==> config.mk <==
export PLATFORM = sky130hd
export DESIGN_NAME = hsv_to_rgb_converter_unit_flat
export DESIGN_NICKNAME = d
export VERILOG_FILES = /design/src/design/hsv2rgb_pkg.sv /design/src/design/hsv2rgb_if.sv /design/src/design/hsv2rgb_sector.sv /design/src/design/hsv2rgb_product.sv /design/src/design/hsv2rgb_route.sv /design/src/design/hsv_to_rgb_converter_unit.sv /design/src/flat_wrapper.sv
export VERILOG_INCLUDE_DIRS = /design/src /design/src/design
export SDC_FILE = /design/constraint.sdc
export NUM_CORES = 2
export LEC_CHECK = 0
export BUFFER_PORTS_ARGS = -buffer_cell sky130_fd_sc_hd__buf_2
export CAP_MARGIN = 40
export CORE_UTILIZATION = 40
export CTS_CLUSTER_DIAMETER = 60
export CTS_CLUSTER_SIZE = 8
export DETAILED_ROUTE_END_ITERATION = 6
export SYNTH_ARGS = -nofsm -noshare
export SYNTH_HDL_FRONTEND = slang
export SYNTH_SLANG_ARGS = --single-unit
==> constraint.sdc <==
create_clock -name clk -period 15.7 [get_ports clk]
set_clock_uncertainty 0.15 [all_clocks]
set_input_delay 1.57 -clock clk [delete_from_list [all_inputs] [get_ports clk]]
set_output_delay 1.57 -clock clk [all_outputs]
set_load 0.1 [all_outputs]
==> src/design/hsv_to_rgb_converter_unit_defines.svh <==
// Assertion macros for the HSV to RGB converter RTL, used by hsv2rgb_product.
// Needs clk and arst_n in the scope of each use.
`ifndef HSV_TO_RGB_CONVERTER_UNIT_DEFINES_SVH
`define HSV_TO_RGB_CONVERTER_UNIT_DEFINES_SVH

// Check an expression at every clock edge out of reset.
`define HSV2RGB_ASSERT(lbl, expr, msg) \
	lbl: assert property (@(posedge clk) disable iff (!arst_n) (expr)) \
	else $error(msg);

// Check that an antecedent is followed by a consequent in the next cycle.
`define HSV2RGB_ASSERT_NEXT(lbl, ante, cons, msg) \
	lbl: assert property (@(posedge clk) disable iff (!arst_n) (ante) |=> (cons)) \
	else $error(msg);

`endif

==> src/design/hsv2rgb_pkg.sv <==
// Package for the HSV to RGB converter: widths, sector codes, stage payloads.
// No dependencies.
package hsv2rgb_pkg;

	localparam int FRAC_BITS = 16;
	localparam int FX_W      = FRAC_BITS + 1;
	localparam int HUE6_W    = FRAC_BITS + 3;
	localparam int PROD_W    = 2 * FX_W;
	localparam int PIX_W     = 8;
	localparam int SECTORS   = 6;

	localparam logic [FX_W-1:0] ONE_FX = {1'b1, {FRAC_BITS{1'b0}}};

	typedef enum logic [2:0] {
		SEC_RY = 3'd0,
		SEC_YG = 3'd1,
		SEC_GC = 3'd2,
		SEC_CB = 3'd3,
		SEC_BM = 3'd4,
		SEC_MR = 3'd5
	} sector_t;

	typedef struct packed {
		sector_t               sector;
		logic [FRAC_BITS-1:0]  frac;
		logic [FX_W-1:0]       sat;
		logic [FX_W-1:0]       val;
	} front_t;

	typedef struct packed {
		sector_t               sector;
		logic [FX_W-1:0]       val;
		logic [FX_W-1:0]       omp;
		logic [FX_W-1:0]       omq;
		logic [FX_W-1:0]       omt;
	} coef_t;

	typedef struct packed {
		sector_t               sector;
		logic [FX_W-1:0]       val;
		logic [FX_W-1:0]       p;
		logic [FX_W-1:0]       q;
		logic [FX_W-1:0]       t;
	} chan_t;

endpackage

==> src/design/hsv2rgb_if.sv <==
// Valid/ready channels for HSV pixels in and RGB pixels out.
// Depends on hsv2rgb_pkg.
interface hsv2rgb_hsv_if;
	logic                              valid;
	logic                              ready;
	logic [hsv2rgb_pkg::FRAC_BITS-1:0] hue;
	logic [hsv2rgb_pkg::FX_W-1:0]      saturation;
	logic [hsv2rgb_pkg::FX_W-1:0]      brightness;

	modport source(output valid, hue, saturation, brightness, input ready);
	modport sink(input valid, hue, saturation, brightness, output ready);
endinterface

interface hsv2rgb_rgb_if;
	logic                          valid;
	logic                          ready;
	logic [hsv2rgb_pkg::PIX_W-1:0] red;
	logic [hsv2rgb_pkg::PIX_W-1:0] green;
	logic [hsv2rgb_pkg::PIX_W-1:0] blue;

	modport source(output valid, red, green, blue, input ready);
	modport sink(input valid, red, green, blue, output ready);
endinterface

==> src/design/hsv2rgb_sector.sv <==
// First stage: clamp saturation and value, split hue into sector and fraction.
// Depends on hsv2rgb_pkg and hsv2rgb_hsv_if.
module hsv2rgb_sector (
	input  logic                clk,
	input  logic                arst_n,
	hsv2rgb_hsv_if.sink         hsv,
	output logic                out_valid,
	input  logic                out_ready,
	output hsv2rgb_pkg::front_t out_data
);

	logic                             en_s1;
	logic                             valid_s1;
	hsv2rgb_pkg::front_t              data_s1;
	logic [hsv2rgb_pkg::HUE6_W-1:0]   hue6;
	logic [hsv2rgb_pkg::FX_W-1:0]     sat;
	logic [hsv2rgb_pkg::FX_W-1:0]     val;

	assign hue6 = hsv2rgb_pkg::HUE6_W'(hsv.hue)
		* hsv2rgb_pkg::HUE6_W'(hsv2rgb_pkg::SECTORS);
	assign sat  = (hsv.saturation > hsv2rgb_pkg::ONE_FX) ? hsv2rgb_pkg::ONE_FX
		: hsv.saturation;
	assign val  = (hsv.brightness > hsv2rgb_pkg::ONE_FX) ? hsv2rgb_pkg::ONE_FX
		: hsv.brightness;

	assign en_s1     = !valid_s1 || out_ready;
	assign hsv.ready = en_s1;

	always_ff @(posedge clk or negedge arst_n) begin
		if (!arst_n) begin
			valid_s1 <= 1'b0;
		end else if (en_s1) begin
			valid_s1 <= hsv.valid;
		end
	end

	always_ff @(posedge clk) begin
		if (en_s1 && hsv.valid) begin
			data_s1.sector <= hsv2rgb_pkg::sector_t'(
				hue6[hsv2rgb_pkg::HUE6_W-1:hsv2rgb_pkg::FRAC_BITS]);
			data_s1.frac   <= hue6[hsv2rgb_pkg::FRAC_BITS-1:0];
			data_s1.sat    <= sat;
			data_s1.val    <= val;
		end
	end

	assign out_valid = valid_s1;
	assign out_data  = data_s1;

endmodule

==> src/design/hsv2rgb_product.sv <==
// Second and third stages: saturation products, then p, q and t from value.
// Depends on hsv2rgb_pkg and the assertion macros.
`include "hsv_to_rgb_converter_unit_defines.svh"

module hsv2rgb_product (
	input  logic                clk,
	input  logic                arst_n,
	input  logic                in_valid,
	output logic                in_ready,
	input  hsv2rgb_pkg::front_t in_data,
	output logic                out_valid,
	input  logic                out_ready,
	output hsv2rgb_pkg::chan_t  out_data
);

	logic                             en_s2;
	logic                             en_s3;
	logic                             valid_s2;
	logic                             valid_s3;
	hsv2rgb_pkg::coef_t               data_s2;
	hsv2rgb_pkg::chan_t               data_s3;
	logic [hsv2rgb_pkg::FX_W-1:0]     one_m_f;
	logic [hsv2rgb_pkg::PROD_W-1:0]   sf_prod;
	logic [hsv2rgb_pkg::PROD_W-1:0]   sfn_prod;
	logic [hsv2rgb_pkg::PROD_W-1:0]   p_prod;
	logic [hsv2rgb_pkg::PROD_W-1:0]   q_prod;
	logic [hsv2rgb_pkg::PROD_W-1:0]   t_prod;

	assign one_m_f  = hsv2rgb_pkg::ONE_FX - hsv2rgb_pkg::FX_W'(in_data.frac);
	assign sf_prod  = hsv2rgb_pkg::PROD_W'(in_data.sat)
		* hsv2rgb_pkg::PROD_W'(in_data.frac);
	assign sfn_prod = hsv2rgb_pkg::PROD_W'(in_data.sat)
		* hsv2rgb_pkg::PROD_W'(one_m_f);

	assign p_prod = hsv2rgb_pkg::PROD_W'(data_s2.val) * hsv2rgb_pkg::PROD_W'(data_s2.omp);
	assign q_prod = hsv2rgb_pkg::PROD_W'(data_s2.val) * hsv2rgb_pkg::PROD_W'(data_s2.omq);
	assign t_prod = hsv2rgb_pkg::PROD_W'(data_s2.val) * hsv2rgb_pkg::PROD_W'(data_s2.omt);

	assign en_s3    = !valid_s3 || out_ready;
	assign en_s2    = !valid_s2 || en_s3;
	assign in_ready = en_s2;

	always_ff @(posedge clk or negedge arst_n) begin
		if (!arst_n) begin
			valid_s2 <= 1'b0;
			valid_s3 <= 1'b0;
		end else begin
			if (en_s2) begin
				valid_s2 <= in_valid;
			end
			if (en_s3) begin
				valid_s3 <= valid_s2;
			end
		end
	end

	always_ff @(posedge clk) begin
		if (en_s2 && in_valid) begin
			data_s2.sector <= in_data.sector;
			data_s2.val    <= in_data.val;
			data_s2.omp    <= hsv2rgb_pkg::ONE_FX - in_data.sat;
			data_s2.omq    <= hsv2rgb_pkg::ONE_FX
				- sf_prod[hsv2rgb_pkg::FRAC_BITS +: hsv2rgb_pkg::FX_W];
			data_s2.omt    <= hsv2rgb_pkg::ONE_FX
				- sfn_prod[hsv2rgb_pkg::FRAC_BITS +: hsv2rgb_pkg::FX_W];
		end
		if (en_s3 && valid_s2) begin
			data_s3.sector <= data_s2.sector;
			data_s3.val    <= data_s2.val;
			data_s3.p      <= p_prod[hsv2rgb_pkg::FRAC_BITS +: hsv2rgb_pkg::FX_W];
			data_s3.q      <= q_prod[hsv2rgb_pkg::FRAC_BITS +: hsv2rgb_pkg::FX_W];
			data_s3.t      <= t_prod[hsv2rgb_pkg::FRAC_BITS +: hsv2rgb_pkg::FX_W];
		end
	end

	assign out_valid = valid_s3;
	assign out_data  = data_s3;

	`HSV2RGB_ASSERT(a_sector_range, !valid_s2 || data_s2.sector <= hsv2rgb_pkg::SEC_MR, "sector out of range")
	`HSV2RGB_ASSERT(a_coef_bound, !valid_s2 || (data_s2.omp <= hsv2rgb_pkg::ONE_FX && data_s2.omq <= hsv2rgb_pkg::ONE_FX && data_s2.omt <= hsv2rgb_pkg::ONE_FX), "coefficient above one")
	`HSV2RGB_ASSERT(a_chan_bound, !valid_s3 || (data_s3.p <= data_s3.val && data_s3.q <= data_s3.val && data_s3.t <= data_s3.val), "channel above value")
	`HSV2RGB_ASSERT_NEXT(a_s3_hold, valid_s3 && !out_ready, valid_s3 && $stable(data_s3), "stage three lost a stalled beat")

endmodule

==> src/design/hsv2rgb_route.sv <==
// Last stage: route v, p, q, t to channels by sector, scale by 255, register output.
// Depends on hsv2rgb_pkg and hsv2rgb_rgb_if.
module hsv2rgb_route (
	input  logic               clk,
	input  logic               arst_n,
	input  logic               in_valid,
	output logic               in_ready,
	input  hsv2rgb_pkg::chan_t in_data,
	hsv2rgb_rgb_if.source      rgb
);

	localparam int SCL_W = hsv2rgb_pkg::FX_W + hsv2rgb_pkg::PIX_W;

	logic                            en_s4;
	logic                            valid_s4;
	logic [hsv2rgb_pkg::PIX_W-1:0]   red_s4;
	logic [hsv2rgb_pkg::PIX_W-1:0]   green_s4;
	logic [hsv2rgb_pkg::PIX_W-1:0]   blue_s4;
	logic [hsv2rgb_pkg::FX_W-1:0]    r_x;
	logic [hsv2rgb_pkg::FX_W-1:0]    g_x;
	logic [hsv2rgb_pkg::FX_W-1:0]    b_x;
	logic [SCL_W-1:0]                r_scl;
	logic [SCL_W-1:0]                g_scl;
	logic [SCL_W-1:0]                b_scl;

	always_comb begin
		case (in_data.sector)
			hsv2rgb_pkg::SEC_RY: begin
				r_x = in_data.val; g_x = in_data.t;   b_x = in_data.p;
			end
			hsv2rgb_pkg::SEC_YG: begin
				r_x = in_data.q;   g_x = in_data.val; b_x = in_data.p;
			end
			hsv2rgb_pkg::SEC_GC: begin
				r_x = in_data.p;   g_x = in_data.val; b_x = in_data.t;
			end
			hsv2rgb_pkg::SEC_CB: begin
				r_x = in_data.p;   g_x = in_data.q;   b_x = in_data.val;
			end
			hsv2rgb_pkg::SEC_BM: begin
				r_x = in_data.t;   g_x = in_data.p;   b_x = in_data.val;
			end
			default: begin
				r_x = in_data.val; g_x = in_data.p;   b_x = in_data.q;
			end
		endcase
	end

	// x * 255 as (x << 8) - x
	assign r_scl = {r_x, {hsv2rgb_pkg::PIX_W{1'b0}}} - SCL_W'(r_x);
	assign g_scl = {g_x, {hsv2rgb_pkg::PIX_W{1'b0}}} - SCL_W'(g_x);
	assign b_scl = {b_x, {hsv2rgb_pkg::PIX_W{1'b0}}} - SCL_W'(b_x);

	assign en_s4    = !valid_s4 || rgb.ready;
	assign in_ready = en_s4;

	always_ff @(posedge clk or negedge arst_n) begin
		if (!arst_n) begin
			valid_s4 <= 1'b0;
		end else if (en_s4) begin
			valid_s4 <= in_valid;
		end
	end

	always_ff @(posedge clk) begin
		if (en_s4 && in_valid) begin
			red_s4   <= r_scl[hsv2rgb_pkg::FRAC_BITS +: hsv2rgb_pkg::PIX_W];
			green_s4 <= g_scl[hsv2rgb_pkg::FRAC_BITS +: hsv2rgb_pkg::PIX_W];
			blue_s4  <= b_scl[hsv2rgb_pkg::FRAC_BITS +: hsv2rgb_pkg::PIX_W];
		end
	end

	assign rgb.valid = valid_s4;
	assign rgb.red   = red_s4;
	assign rgb.green = green_s4;
	assign rgb.blue  = blue_s4;

endmodule

==> src/design/hsv_to_rgb_converter_unit.sv <==
// HSV to RGB converter, top level.
// Depends on hsv2rgb_pkg, the channel interfaces, and the three stage modules.
//
// Usage:
//   hsv carries one HSV pixel per beat: hue as a fraction of a turn, saturation
//   and brightness in 1.16 fixed point (values above one clamp to one).
//   rgb carries one 8-bit RGB pixel per beat, in the order the pixels came in.
//   A beat is taken at a clock edge where valid and ready are both high.
//   A pixel passes the sector, product and route stage registers in order.
//   Throughput: one pixel per cycle while rgb is ready; four register stages,
//   each with its own valid bit, one 17x17 multiply bank per multiply stage.
//   When rgb stalls, the output register holds its beat; upstream stages keep
//   filling empty slots, and hsv.ready drops only when every stage is full.
//   Reset (arst_n low) clears all valid bits; the data registers are not reset.
module hsv_to_rgb_converter_unit (
	input  logic          clk,
	input  logic          arst_n,
	hsv2rgb_hsv_if.sink   hsv,
	hsv2rgb_rgb_if.source rgb
);

	logic                front_valid;
	logic                front_ready;
	hsv2rgb_pkg::front_t front_data;
	logic                chan_valid;
	logic                chan_ready;
	hsv2rgb_pkg::chan_t  chan_data;

	hsv2rgb_sector u_sector (
		.clk       (clk),
		.arst_n    (arst_n),
		.hsv       (hsv),
		.out_valid (front_valid),
		.out_ready (front_ready),
		.out_data  (front_data)
	);

	hsv2rgb_product u_product (
		.clk       (clk),
		.arst_n    (arst_n),
		.in_valid  (front_valid),
		.in_ready  (front_ready),
		.in_data   (front_data),
		.out_valid (chan_valid),
		.out_ready (chan_ready),
		.out_data  (chan_data)
	);

	hsv2rgb_route u_route (
		.clk      (clk),
		.arst_n   (arst_n),
		.in_valid (chan_valid),
		.in_ready (chan_ready),
		.in_data  (chan_data),
		.rgb      (rgb)
	);

endmodule

==> src/flat_wrapper.sv <==
// flat-port wrapper written by rule: the top's interface ports become plain ports
module hsv_to_rgb_converter_unit_flat 
  (clk, arst_n, hsv_valid, hsv_hue, hsv_saturation, hsv_brightness, hsv_ready, rgb_valid, rgb_red, rgb_green, rgb_blue, rgb_ready);
  hsv2rgb_hsv_if hsv_i ();
  hsv2rgb_rgb_if rgb_i ();
  input  logic clk;
  input  logic arst_n;
  input wire logic [$bits(hsv_i.valid)-1:0] hsv_valid;
  input wire logic [$bits(hsv_i.hue)-1:0] hsv_hue;
  input wire logic [$bits(hsv_i.saturation)-1:0] hsv_saturation;
  input wire logic [$bits(hsv_i.brightness)-1:0] hsv_brightness;
  output wire logic [$bits(hsv_i.ready)-1:0] hsv_ready;
  output wire logic [$bits(rgb_i.valid)-1:0] rgb_valid;
  output wire logic [$bits(rgb_i.red)-1:0] rgb_red;
  output wire logic [$bits(rgb_i.green)-1:0] rgb_green;
  output wire logic [$bits(rgb_i.blue)-1:0] rgb_blue;
  input wire logic [$bits(rgb_i.ready)-1:0] rgb_ready;
  assign hsv_i.valid = hsv_valid;
  assign hsv_i.hue = hsv_hue;
  assign hsv_i.saturation = hsv_saturation;
  assign hsv_i.brightness = hsv_brightness;
  assign hsv_ready = hsv_i.ready;
  assign rgb_valid = rgb_i.valid;
  assign rgb_red = rgb_i.red;
  assign rgb_green = rgb_i.green;
  assign rgb_blue = rgb_i.blue;
  assign rgb_i.ready = rgb_ready;
  hsv_to_rgb_converter_unit u_core (.clk(clk), .arst_n(arst_n), .hsv(hsv_i), .rgb(rgb_i));
endmodule
==> metrics <==
worst flop-to-flop path endpoint=u_core.u_product.data_s2[16]; FF-to-FF Start=u_core.u_sector.out_data[38]; Distinct cells, synth=90; CTS clk-pin slew, worst paths=0.05 ns; drt via density=5.172; Most used DFF post-synth=edfxtp_1; CTS tree=done; Final WS setup=6.311 ns; Syn Std Cell Area=55,500 µm²; initial antenna violation count=3; CTS-repair resized insts=0; Initial DRC Count=2,481; total iterations of the first detailed-routing run=6; CP most frequent cell=fa_1; Async S/R FF share, synth=0.01802; Tmin final=9.389 ns; Worst slew margin=0.3779; Worst path max stage delay=0.69 ns; Nets=7,672; GPL Wtd Cong=0.8752; Initial Util=0.4036; via count=40,430; Final Core Density=0.4304; first-pass GRT wire length=238,400 µm; global route overflow=0; Max Used Layer=met4; syn nets=7,766; met3 WL=8967 µm; Post-synth EDFFs=218; share of layout cells above drive strength 1=0.04816; CP Launch Type=flop; reg2reg path depth=28; register bit total from synthesis=222; R2R Setup Slk=6.31 ns; Final period util=0.5980; top cell type's share of synthesized area=0.3831; met1 wire length=64,210 µm; setup bufs post-CTS=0; syn_area_per_cell=9.110 µm²; Layout fillers=13,430; Slew Viols, Final=0; Setup crit end kind=flop; die width=374.5 µm; end of the critical path=u_core.u_product.data_s2[16]; CTS Buf Count=43; Root Driver=clkbuf_16; die area=140,200 µm²; Die Y=374.5 µm; status=complete, no violations; Mapped Cells=6,092; Routed WL=147,000 µm; I/O pins=80; setup violators final=0; CP required=15.89 ns; sequential-to-total area share from yosys stat=0.1198; post-DR wirelength/cell=18.80 µm; YS warnings=0; clock tree buffer depth=3; Layout area overhead=6.624%; Post-CTS Hold Buffers=0; Worst Path Arrival=9.58 ns; residual DRC count=0; Hold WC Path Type=flop to flop; Synth area leader=fa_1; max-cap violation count=0; Hold Fails Final Rpt=0; crit path launch=u_core.u_sector.out_data[38]; Final HPWL DP=112,100 µm; Port Buffers=79; pre-CTS setup slack=6.403 ns; fmax=0.1065 GHz; crit path max fanout=20; worst skew pair latency=0.62 ns; top post-synthesis cells by area=fa_1 38%, ha_1 13%, edfxtp_1 12%, inv_1 8.7%, nand2_1 6.8%; worst slew pin tran=0.9269 ns; H-tree levels=2; total core area=137,500 µm²; Setup TNS=0 ns; Setup CP Type=flop to flop; routed wl met2=70,020 µm; antenna viol nets, final=0; RSZ-0062 raised after global routing=no; largest net degree at the start of global routing=74; num rows=136; CTS Sinks=222; gr usage total=0.2159; vias in the first global route=43,080; slowest stage cell on the critical path=edfxtp_1
==> Yosys cell counts (18+ instances only) <==
library cell / number
and3_1: 20
nor2_1: 124
and2_1: 472
mux2i_1: 44
nand2b_1: 26
nand4_1: 24
mux2_2: 18
nor2b_1: 71
edfxtp_1: 218
inv_1: 1289
xnor2_1: 117
a21oi_1: 136
ha_1: 558
fa_1: 1062
xor2_1: 40
nand3_1: 33
nand2_1: 1010
a21o_1: 50
buf_1: 24
nor3_1: 65
nor4_1: 27
o21a_1: 35
o21ai_0: 81
clkbuf_1: 289
a211oi_1: 28
==> routing by layer <==
| layer | track usage | vias up |
|---|---|---|
| met5 | 0 | - |
| met2 | 0.3646 | 1170 |
| met4 | 0.05908 | 0 |
| li1 | - | 18420 |
| met1 | 0.2899 | 20670 |
| met3 | 0.02836 | 169 |
==> final cells by class <==
cell class / instances / area (µm²) / share of cell area
diodes: 2 / 5.005 / 0.00008458
clock buffers: 48 / 1095 / 0.01850
clock inverters: 20 / 234.0 / 0.003954
inverters: 1289 / 4838 / 0.08177
multi-input cells: 4263 / 42830 / 0.7239
flip-flops and latches: 222 / 6646 / 0.1123
well taps: 1794 / 2245 / 0.03793
repair buffers: 179 / 1275 / 0.02155
==> critical path, delay by kind of cell (launching register included) <==
kind                     cells  cell delay (ns)
multiplexers                 1             0.29
flip-flops                   1             0.69
adder cells (fa/ha/maj)      8             3.49
XOR/XNOR                     2             0.23
buffers and inverters        2             0.30
AND/OR/NAND/NOR             11             2.83
AO/OA/AOI/OAI                4             1.10
==> state kept, by name, summed over array words and instances, names as in the netlist <==
name / flops
u_core.u_product.data_s2: 71
u_core.u_product.out_data: 71
u_core.u_sector.out_data: 52
u_core.u_route.rgb.blue: 8
u_core.u_route.rgb.green: 8
u_core.u_route.rgb.red: 8
u_core.u_product.out_valid: 1
u_core.u_product.valid_s2: 1
u_core.u_route.rgb.valid: 1
u_core.u_sector.out_valid: 1
==> logic make-up (layout without fill, tap and decap cells) <==
kind of cell | Yosys count | in the layout | share of synthesized area
AO/OA/AOI/OAI | 493 | 493 | 0.05975
XOR/XNOR | 157 | 157 | 0.02478
adder cells (fa/ha/maj) | 1620 | 1620 | 0.5089
buffers and inverters | 1607 | 1536 | 0.1088
flip-flops | 222 | 222 | 0.1198
multiplexers | 62 | 62 | 0.01159
other | 0 | 2 | 0
AND/OR/NAND/NOR | 1931 | 1931 | 0.1664
==> cells in the final DEF, fill, tap and decap left out, types with 24 or more instances in the layout <==
| cell | count |
|---|---|
| nor2_1 | 124 |
| o21a_1 | 35 |
| inv_1 | 1289 |
| xnor2_1 | 116 |
| mux2i_1 | 44 |
| and2_1 | 469 |
| nor4_1 | 26 |
| ha_1 | 558 |
| a21o_1 | 50 |
| clkbuf_16 | 43 |
| fa_1 | 1062 |
| buf_2 | 80 |
| nand3_1 | 33 |
| a211oi_1 | 28 |
| edfxtp_1 | 218 |
| nand2_1 | 1010 |
| nand2b_1 | 26 |
| xor2_1 | 40 |
| nor2b_1 | 70 |
| o21ai_0 | 81 |
| buf_4 | 90 |
| nand4_1 | 24 |
| nor3_1 | 65 |
| a21oi_1 | 136 |
==> how the worst min path moves through the flow <==
stage | start | end | slack (ns) | cells past startpoint
floorplan | u_core.u_sector.out_data[0] | u_core.u_product.data_s2[51] | 0.25 | 0
global placement | u_core.u_sector.out_data[50] | u_core.u_product.data_s2[68] | 0.25 | 0
detailed placement | u_core.u_sector.out_data[11] | u_core.u_product.data_s2[62] | 0.25 | 0
CTS | u_core.u_sector.out_data[11] | u_core.u_product.data_s2[62] | 0.27 | 0
global route | u_core.u_sector.out_data[2] | u_core.u_product.data_s2[53] | 0.27 | 0
finish | u_core.u_sector.out_data[11] | u_core.u_product.data_s2[62] | 0.26 | 0
==> metrics by stage <==
stage | cells | hold slack, ns | area (µm²)
final | 7817 | 0.2650 | 59170
after global routing | 7815 | 0.2693 | 59170
after CTS | 7815 | 0.2659 | 59170
after detailed placement | 7747 | 0.2545 | 57840
after global placement | 7737 | 0.2523 | 57630
after floorplan | 6092 | 0.2503 | 55500
Power is not shown: default switching activity piles up to over one toggle a cycle in this logic, so the estimate is an artifact.
